`src/rtl/core/mszd_pkg.sv`:
```
package mszd_pkg;

  localparam int MARKER_LEN = 8;
  localparam int MAX_FRAME_BYTES_DEF = 2097152;
  localparam int LIMIT_W = 22;
  localparam logic [LIMIT_W-1:0] LIMIT_RESET = 22'd2097152;

  // Marker bytes, position 0 is the oldest byte in the window.
  localparam logic [7:0] MARK_JPG [MARKER_LEN] = '{
    8'h4A, 8'h50, 8'h47, 8'h44, 8'h41, 8'h54, 8'h41, 8'h00
  };
  localparam logic [7:0] MARK_CAM [MARKER_LEN] = '{
    8'h43, 8'h41, 8'h4D, 8'h44, 8'h41, 8'h54, 8'h41, 8'h00
  };

  typedef enum logic [0:0] {
    KIND_JPG = 1'b0,
    KIND_CAM = 1'b1
  } frame_kind_t;

  typedef enum logic [2:0] {
    PH_HUNT = 3'b001,
    PH_LEN  = 3'b010,
    PH_BODY = 3'b100
  } phase_t;

  // Per-cell compare flags for the window contents after a shift.
  typedef struct packed {
    logic jpg;
    logic cam;
  } win_hit_t;

  typedef struct packed {
    logic       size_error;
    logic       empty_frame;
    logic       last_byte;
    logic       first_byte;
    logic       frame_kind;
    logic [7:0] data_byte;
  } out_item_t;

endpackage

```
`src/rtl/core/mszd_cell.sv`:
```
module mszd_cell #(
  parameter int IDX = 0
) (
  input  logic              clk,
  input  logic              rst,
  input  logic              shift,
  input  logic              clear,
  input  logic [7:0]        byte_in,
  input  logic              vld_in,
  output logic [7:0]        byte_out,
  output logic              vld_out,
  output mszd_pkg::win_hit_t hit
);
  import mszd_pkg::*;

  logic [7:0] data;
  logic       vld;

  always_ff @(posedge clk) begin
    if (rst) begin
      vld <= 1'b0;
    end else if (clear) begin
      vld <= 1'b0;
    end else if (shift) begin
      vld <= vld_in;
    end
  end

  always_ff @(posedge clk) begin
    if (shift) begin
      data <= byte_in;
    end
  end

  // Compare what this cell will hold once the current byte is shifted in.
  assign hit.jpg = vld_in && (byte_in == MARK_JPG[IDX]);
  assign hit.cam = vld_in && (byte_in == MARK_CAM[IDX]);

  assign byte_out = data;
  assign vld_out  = vld;

endmodule

```
`src/rtl/core/marker_sized_frame_deframer.sv`:
```
// Each body, empty or error result is registered before it appears on m_tvalid.
// Throughput: one byte per cycle while s_tready is high; the marker compare is spread over a row of eight window
// cells and the length check is one 32-bit compare, so no input beat waits on another.
// s_tready drops only while both the output register and the skid register hold results.
// Reset (rst, synchronous) returns to the marker hunt with an empty window and sets
// frame_limit to 2097152.
module marker_sized_frame_deframer #(
  parameter int MAX_FRAME_BYTES = mszd_pkg::MAX_FRAME_BYTES_DEF
) (
  input  logic                        clk,
  input  logic                        rst,
  input  logic                        s_tvalid,
  output logic                        s_tready,
  input  logic [7:0]                  s_tdata,   // [7:0] in_byte
  input  logic                        s_tuser,   // [0] restart
  output logic                        m_tvalid,
  input  logic                        m_tready,
  output logic [7:0]                  m_tdata,   // [7:0] data_byte
  output logic                        m_tlast,
  output logic [3:0]                  m_tuser,   // [0] frame_kind [1] first_byte
                                                 // [2] empty_frame [3] size_error
  input  logic                        cfg_valid,
  output logic                        cfg_ready,
  input  logic [mszd_pkg::LIMIT_W-1:0] cfg_data
);
  import mszd_pkg::*;

  localparam int REM_W = $clog2(MAX_FRAME_BYTES + 1);
  localparam logic [31:0] MAX_LIM = 32'(MAX_FRAME_BYTES);

  logic [LIMIT_W-1:0] frame_limit;
  phase_t             phase;
  logic [31:0]        length_shift;
  logic [1:0]         length_seen;
  logic [REM_W-1:0]   body_remaining;
  logic               body_started;
  logic               current_kind;

  logic      accept, restart, start_hunt, shift;
  logic [7:0] in_byte;
  logic [31:0] length_full, lim;
  logic      res_v;
  out_item_t res;
  out_item_t out_r, skid_r;
  logic      out_v, skid_v;

  logic [7:0] cell_byte [MARKER_LEN+1];
  logic       cell_vld  [MARKER_LEN+1];
  win_hit_t   cell_hit  [MARKER_LEN];
  logic [MARKER_LEN-1:0] hit_jpg, hit_cam;
  logic       match_jpg, match_cam;

  assign cfg_ready = 1'b1;
  assign s_tready  = !skid_v;
  assign accept    = s_tvalid && s_tready;
  assign restart   = s_tuser;
  assign in_byte   = s_tdata;
  assign shift     = accept && !restart && (phase != PH_LEN) && (phase != PH_BODY);

  // The newest byte enters at the top cell and moves toward cell 0.
  assign cell_byte[MARKER_LEN] = in_byte;
  assign cell_vld[MARKER_LEN]  = 1'b1;

  for (genvar i = 0; i < MARKER_LEN; i++) begin : g_win
    mszd_cell #(.IDX(i)) u_cell (
      .clk      (clk),
      .rst      (rst),
      .shift    (shift),
      .clear    (start_hunt),
      .byte_in  (cell_byte[i+1]),
      .vld_in   (cell_vld[i+1]),
      .byte_out (cell_byte[i]),
      .vld_out  (cell_vld[i]),
      .hit      (cell_hit[i])
    );
    assign hit_jpg[i] = cell_hit[i].jpg;
    assign hit_cam[i] = cell_hit[i].cam;
  end

  assign match_jpg = &hit_jpg;
  assign match_cam = &hit_cam;

  assign length_full = {in_byte, length_shift[31:8]};
  assign lim = (32'(frame_limit) > MAX_LIM) ? MAX_LIM : 32'(frame_limit);

  always_ff @(posedge clk) begin
    if (rst) begin
      frame_limit <= LIMIT_RESET;
    end else if (cfg_valid && cfg_ready) begin
      frame_limit <= cfg_data;
    end
  end

  always_comb begin
    res_v      = 1'b0;
    start_hunt = 1'b0;
    res        = '0;
    res.frame_kind = current_kind;
    if (accept) begin
      if (restart) begin
        start_hunt = 1'b1;
      end else begin
        unique case (phase)
          PH_LEN: begin
            if (length_seen == 2'd3) begin
              if (length_full == 32'd0 || length_full[31]) begin
                res_v = 1'b1;
                res.first_byte  = 1'b1;
                res.last_byte   = 1'b1;
                res.empty_frame = 1'b1;
                start_hunt = 1'b1;
              end else if (length_full > lim) begin
                res_v = 1'b1;
                res.first_byte = 1'b1;
                res.last_byte  = 1'b1;
                res.size_error = 1'b1;
                start_hunt = 1'b1;
              end
            end
          end
          PH_BODY: begin
            res_v = 1'b1;
            res.data_byte  = in_byte;
            res.first_byte = !body_started;
            res.last_byte  = (body_remaining <= REM_W'(1));
            start_hunt = res.last_byte;
          end
          default: ;
        endcase
      end
    end
  end

  always_ff @(posedge clk) begin
    if (rst) begin
      phase          <= PH_HUNT;
      length_shift   <= '0;
      length_seen    <= '0;
      body_remaining <= '0;
      body_started   <= 1'b0;
      current_kind   <= KIND_JPG;
    end else if (start_hunt) begin
      phase          <= PH_HUNT;
      length_shift   <= '0;
      length_seen    <= '0;
      body_remaining <= '0;
      body_started   <= 1'b0;
    end else if (accept) begin
      unique case (phase)
        PH_LEN: begin
          length_shift <= length_full;
          if (length_seen != 2'd3) begin
            length_seen <= length_seen + 2'd1;
          end else begin
            // Length is known to be in range here, so its low bits hold it all.
            body_remaining <= length_full[REM_W-1:0];
            body_started   <= 1'b0;
            length_seen    <= '0;
            phase          <= PH_BODY;
          end
        end
        PH_BODY: begin
          body_started   <= 1'b1;
          body_remaining <= body_remaining - REM_W'(1);
        end
        default: begin
          phase <= PH_HUNT;
          if (match_jpg || match_cam) begin
            current_kind <= match_cam ? KIND_CAM : KIND_JPG;
            phase        <= PH_LEN;
            length_shift <= '0;
            length_seen  <= '0;
          end
        end
      endcase
    end
  end

  // Output register with a skid stage behind it.
  always_ff @(posedge clk) begin
    if (rst) begin
      out_v  <= 1'b0;
      skid_v <= 1'b0;
    end else if (!out_v || m_tready) begin
      if (skid_v) begin
        out_v  <= 1'b1;
        skid_v <= 1'b0;
      end else begin
        out_v <= res_v;
      end
    end else if (res_v) begin
      skid_v <= 1'b1;
    end
  end

  always_ff @(posedge clk) begin
    if (!out_v || m_tready) begin
      if (skid_v) begin
        out_r <= skid_r;
      end else if (res_v) begin
        out_r <= res;
      end
    end else if (res_v) begin
      skid_r <= res;
    end
  end

  assign m_tvalid = out_v;
  assign m_tdata  = out_r.data_byte;
  assign m_tlast  = out_r.last_byte;
  assign m_tuser  = {out_r.size_error, out_r.empty_frame, out_r.first_byte, out_r.frame_kind};

endmodule
```
`config.mk`:
```
export PLATFORM = sky130hd
export DESIGN_NAME = marker_sized_frame_deframer
export DESIGN_NICKNAME = d
export VERILOG_FILES = /design/src/rtl/core/mszd_pkg.sv /design/src/rtl/core/mszd_cell.sv /design/src/rtl/core/marker_sized_frame_deframer.sv
export SDC_FILE = /design/constraint.sdc
export NUM_CORES = 1
export LEC_CHECK = 0
export BUFFER_PORTS_ARGS = -buffer_cell sky130_fd_sc_hd__buf_2
export CAP_MARGIN = 30
export CORE_MARGIN = 5
export CORE_UTILIZATION = 54
export CTS_CLUSTER_SIZE = 30
export DETAILED_ROUTE_END_ITERATION = 8
export PLACE_DENSITY = 0.71
export SYNTH_ARGS = -nofsm -noshare
export SYNTH_HDL_FRONTEND = slang
export SYNTH_HIERARCHICAL = 1
export SYNTH_SLANG_ARGS = --single-unit
export TNS_END_PERCENT = 20
```
`constraint.sdc`:
```
create_clock -name clk -period 14.59 [get_ports clk]
set_input_delay 1.459 -clock clk [delete_from_list [all_inputs] [get_ports clk]]
set_output_delay 1.459 -clock clk [all_outputs]
set_load 0.01 [all_outputs]
```
# ---- Yosys cells after proc, flatten, opt, wreduce, memory -nomap -nowiden
# Index checks and enable logic that the tools add are counted.
# W data, S select, Z words.
dict set report totals {
  ff_bits 174
  output_inout_bits 16
  word_cells 136
  in_bits 36
}
dict set report op_classes {
  n_reduce_logical 37
  n_bitwise 4
  eq_ne 17
  muxes 38
  n_addsub 2
  n_lt_le_gt_ge 3
}
# op count
set ops {}
lappend ops {{$eq A8 B7 Y1 const B} 10}
lappend ops {{$pmux W32 S2} 1}
lappend ops {{$mux W22} 2}
lappend ops {{$pmux W22 S2} 1}
lappend ops {{$gt A32 B22 Y1} 1}
lappend ops {{$logic_not A32 Y1} 1}
lappend ops {{$mux W32} 1}
lappend ops {{$mux W13} 2}
lappend ops {{$mux W8} 3}
lappend ops {{$gt A22 B22 Y1 const B} 1}
lappend ops {{$le A22 B1 Y1 const B} 1}
lappend ops {{$sub A22 B1 Y22 const B} 1}
lappend ops {{$reduce_and A8 Y1} 2}
lappend ops {{$logic_and A1 B1 Y1} 14}
lappend ops {{$mux W1} 12}
lappend ops {{$mux W2} 6}
lappend ops {{$mux W4} 3}
lappend ops {{$reduce_and A3 Y1} 3}
lappend ops {{$logic_not A8 Y1} 1}
lappend ops {{$pmux W2 S2} 2}
lappend ops {{$pmux W1 S2} 3}
lappend ops {{$pmux W3 S2} 1}
lappend ops {{$reduce_bool A2 Y1} 3}
lappend ops {{$reduce_or A2 Y1} 3}
lappend ops {{other kinds (13)} 23}

# ---- Depth between registers and ports, before layout
dict set report depth {
  word_depth 11
  ltp_mapped 15
  depth_no_buf 13
}

# ---- Cells and area by module
# The synthesis kept the hierarchy.
# mod instances seq_area_each_um2 cells_per_inst area_each_um2
set modules_own_cells {}
lappend modules_own_cells {marker_sized_frame_deframer 1 2322.2 614 5321.4}
lappend modules_own_cells {{mszd_cell at g_win[4].u_cell ...} 2 260.2 16 309.0}
lappend modules_own_cells {{mszd_cell at g_win[1].u_cell} 1 260.2 16 329.1}
lappend modules_own_cells {{mszd_cell at g_win[0].u_cell} 1 260.2 16 320.3}
lappend modules_own_cells {{mszd_cell at g_win[2].u_cell} 1 260.2 16 317.8}
lappend modules_own_cells {{mszd_cell at g_win[5].u_cell} 1 260.2 16 316.6}
lappend modules_own_cells {{mszd_cell at g_win[3].u_cell} 1 260.2 15 315.3}
lappend modules_own_cells {{mszd_cell at g_win[7].u_cell} 1 260.2 16 305.3}

# ---- Worst setup path before layout
# OpenSTA, ideal clock, no wires.
dict set report synth_path {
  path_type {input to register}
  start {input port s_tvalid}
  end {register, netlist name g_win[0].u_cell/vld_out}
  required_time_ps 14494
  t_arrival_ps 7749
  path_slack_ps 6745
  n_path_buf 1
  stages 6
  setup_ps 96
  cell_sequence {nor2b_1 > clkbuf_1 > nand2_1 > nor3_1 > mux2i_1 > nor3_1}
}
# element line
set synth_rtl {}
lappend synth_rtl {{start: declaration} marker_sized_frame_deframer.sv:12} ;# input logic s_tvalid,

# ---- Final worst setup path
dict set report layout_path {
  start {register frame_limit[20]}
  end {register skid_r[4] in the netlist's numbering (enable)}
}
dict set report layout_via {
  elab_chain_cells 10
}
# element line
set layout_rtl {}
lappend layout_rtl {{start: declaration} marker_sized_frame_deframer.sv:31} ;# logic [LIMIT_W-1:0] frame_limit;
lappend layout_rtl {{start signal: assignment} marker_sized_frame_deframer.sv:90} ;# frame_limit <= cfg_data;
lappend layout_rtl {{$gt A22 B22 Y1} marker_sized_frame_deframer.sv:84} ;# assign lim = (32'(frame_limit) > MAX_LIM) ? MAX_LIM : 32'(frame_limit);
lappend layout_rtl {{$mux W22 (*)} marker_sized_frame_deframer.sv:84}
lappend layout_rtl {{$gt A32 B22 Y1 (*)} marker_sized_frame_deframer.sv:112} ;# end else if (length_full > lim) begin
lappend layout_rtl {{$mux W1 (*)} marker_sized_frame_deframer.sv:112}
lappend layout_rtl {{$mux W1 (*)} marker_sized_frame_deframer.sv:106} ;# if (length_full == 32'd0 || length_full[31]) begin
lappend layout_rtl {{$mux W1 (*)} marker_sized_frame_deframer.sv:105} ;# if (length_seen == 2'd3) begin
lappend layout_rtl {{$pmux W1 S2 (*)} marker_sized_frame_deframer.sv:103} ;# unique case (phase)
lappend layout_rtl {{$mux W1 (*)} marker_sized_frame_deframer.sv:100} ;# if (restart) begin
lappend layout_rtl {{$mux W1 (*)} marker_sized_frame_deframer.sv:99} ;# if (accept) begin
lappend layout_rtl {{$reduce_and A2 Y1 (no line) (*)} --}
lappend layout_rtl {{end signal: assignment} marker_sized_frame_deframer.sv:204} ;# skid_r <= res;
lappend layout_rtl {{end: declaration} marker_sized_frame_deframer.sv:44} ;# out_item_t out_r, skid_r;
# Mark *: on every way between the ends. The rest lies on a longest branch, timed or not.
# A chain may end at the register's enable or synchronous reset.

==> flow_metrics.py <==
metrics = {
    "status": {
        "run_status": "complete, no violations",
    },
    "cts": {
        "post-cts-setup-buffers": 0,
        "cts-resized-gates": 0,
        "cts_num_sinks": 166,
        "clock_path_buffers": 2,
        "h-tree-depth": 4,
        "clkLatencyLatePin_ns": 0.42,
        "tritoncts": "yes",
        "cts_bufs_inserted": 17,
        "cts_hold_buffers": 0,
        "clock_tree.root_cell": "clkbuf_16",
        "path_clk_slew_ns": 0.06,
    },
    "die": {
        "core-area_um2": 13830,
        "fp.dieH_um": 128.4,
        "die_area_um2": 16480,
        "placementRows": 43,
        "initial_core_util": 0.5474,
        "chipWidth_um": 128.4,
        "ioPinCount": 52,
    },
    "place": {
        "routabilityCongestion": 0.8623,
        "pre_cts_ws_ns": 9.758,
        "post-dp-hpwl_um": 12230,
        "portBuffers": 50,
        "dpl_cell_area_um2": 7921,
        "dp_cells": 932,
    },
    "routing": {
        "num_vias": 5844,
        "wl_per_cell_um": 18.11,
        "iteration_count_of_the_initial_detailed_routing_pass": 5,
        "drtIter0Drc": 674,
        "detail-route-antenna-nets": 0,
        "detail_route.vias_per_cell": 6.062,
        "drc_errors": 0,
        "wl_um": 17450,
    },
    "timing": {
        "timing_max_transition_violations_final": 0,
        "totalNegativeSetupSlack_ns": 0,
        "worst_pin_slew_ns": 1.024,
        "hold_violations": 0,
        "timing.final.setup_violations": 0,
        "timing.slew.headroom": 0.3162,
        "max_freq_mhz": 204.7,
        "postLayoutSetupSlackWorst_ns": 9.705,
        "fin_worst_skew_ns": 0.007662,
        "timing.final.crit_period_ns": 4.885,
        "min_period_over_period": 0.3348,
        "rsz0062_at_grt": "false",
    },
    "setup_path": {
        "timing.critical_path.buf_inv": 1,
        "cp_max_fo": 13,
        "arrival_time_worst_endpoint_ns": 4.93,
        "timing.critical_path.cells": "or4_1 > o41ai_2 > buf_4 > nand2_1 > ha_1 > nand4_1 > a2111oi_0 > nor2_1 > a32o_2 > or2_1 > a211oi_2",
        "worst_ep_required_time_ns": 14.63,
        "critPathLaunchType": "flop",
        "critical_path_class": "reg -> reg",
        "path_delay_family": "compound AO/OA/AOI/OAI gates",
        "largest_incremental_delay_on_the_critical_path_ns": 0.91,
        "crit_path_top_delay_cell": "a211oi_2",
        "worst_setup_path_end_kind": "flop",
    },
    "cells_and_area": {
        "layout.cells.non_filler": 964,
        "antenna-diode-count": 0,
        "num-nets-final": 832,
        "postLayoutCellArea_um2": 8476,
        "final_util": 0.6130,
        "drive_gt1_frac": 0.1543,
        "layout-area-overhead-vs-synth_pct": 11.99,
    },
    "run": {
        "maxCapViolations": 0,
    },
    "yosys": {
        "yosys_warnings": 6,
        "netlist_instances": 730,
        "syn_avg_cell_area_um2": 10.37,
        "synth_area_um2": 7569,
    },
    "global_routing": {
        "grt_antenna_before_repair": 0,
        "grt_util_all_layers": 0.2184,
        "first_global_vias": 5620,
        "maximum_number_of_pins_on_one_net_before_global_route_repair": 64,
        "grt_first_pass_wirelength_um": 28320,
        "grt-ovfl-total": 0,
    },
    "hold_path": {
        "hold_path.class": "reg -> reg",
    },
    "power_and_ir_drop": {
        "seq_power_share": 0.521,
        "peakVddDrop_mv": 0.07932,
        "switchingPower_uw": 218.2,
        "power.leakage_uw": 0.003067,
        "internal_power_uw": 748.2,
        "sw_frac_of_total": 0.2258,
        "pwr-share-comb": 0.043,
        "power_per_cell_area_nw_per_um2": 114.0,
        "clockPowerShare": 0.436,
    },
}
final cells by class:
cell class                 instances  area (um^2)
fill                            1161         5351
sequential                       166         4144
multi-input combinational        513         3178
clock buffer                      18        429.2
timing repair buffer              60        325.3
tap                              180        225.2
clock inverter                    14        125.1
inverter                          13        48.80
placed cells by master, fill, tap and decap left out, types with 5 or more instances in the layout:
cell type  instances
nand2_1           78
a211oi_2           8
a22oi_1            6
nand3_1           35
a21oi_1           63
inv_6              5
nor4_1            17
nor2_1            84
buf_4             10
and3_1             9
and4_1             5
dfxtp_1           84
inv_1             13
nand4_1           14
nor3_1            24
edfxtp_1          82
mux2i_1           29
a21o_1            10
clkbuf_16         17
ha_1              25
a31oi_1            5
buf_2             50
o21ai_0           26
per-layer routing:
metal  vias up  share of wire  track usage
met5         -              0            0
met4         0          0.027      0.08614
met3        41          0.060      0.04483
met2       214           0.50       0.3632
met1      2807           0.42       0.2809
li1       2782              -            -
stage by stage:
step / power (uW) / hold WS, ns
final: 966.3 / 0.4368
after global routing: 999.2 / 0.4503
after CTS: 971.9 / 0.4376
after detailed placement: 555.1 / 0.4241
after global placement: 552.5 / 0.4216
after floorplan: 541.1 / 0.4166
worst register-to-register path: cells and delay by family, from the launching register on:
kind	cells	cell delay (ns)
AND/OR/NAND/NOR	5	1.27
flip-flops	1	0.32
AO/OA/AOI/OAI	4	2.33
adder cells (fa/ha/maj)	1	0.30
buffers and inverters	1	0.28
power by group through the flow:
stage	Combinational, uW	Sequential (uW)	Clock [uW]
floorplan	28.3	513	0
global placement	39.1	513	0
detailed placement	41.0	514	0
CTS	41.4	504	427
global route	45.4	505	449
finish	41.4	504	421
state kept, by name, indices dropped and copies added (netlist names):
signal and count:
skid_v 1, frame_limit 22, m_tlast 1, length_seen 2, g_win.u_cell/vld_out 7, phase 3
body_remaining 22, m_tuser 4, body_started 1, current_kind 1, m_tdata 8, skid_r 13
g_win.u_cell/byte_out 56, length_shift 24, m_tvalid 1
path summary, 6_finish.rpt:
| kind | start | to | slack [ns] | cells past startpoint |
|---|---|---|---|---|
| worst max-delay path | frame_limit[20] | skid_r[4] | 9.71 | 11 |
| worst min-delay path | g_win[6].u_cell/byte_out[6] | g_win[5].u_cell/byte_out[6] | 0.44 | 0 |
| worst min register to register | g_win[6].u_cell/byte_out[6] | g_win[5].u_cell/byte_out[6] | 0.44 | 0 |
| worst max register to register | frame_limit[20] | skid_r[4] | 9.71 | 11 |
Note: power is estimated with default switching activity, not from simulation.
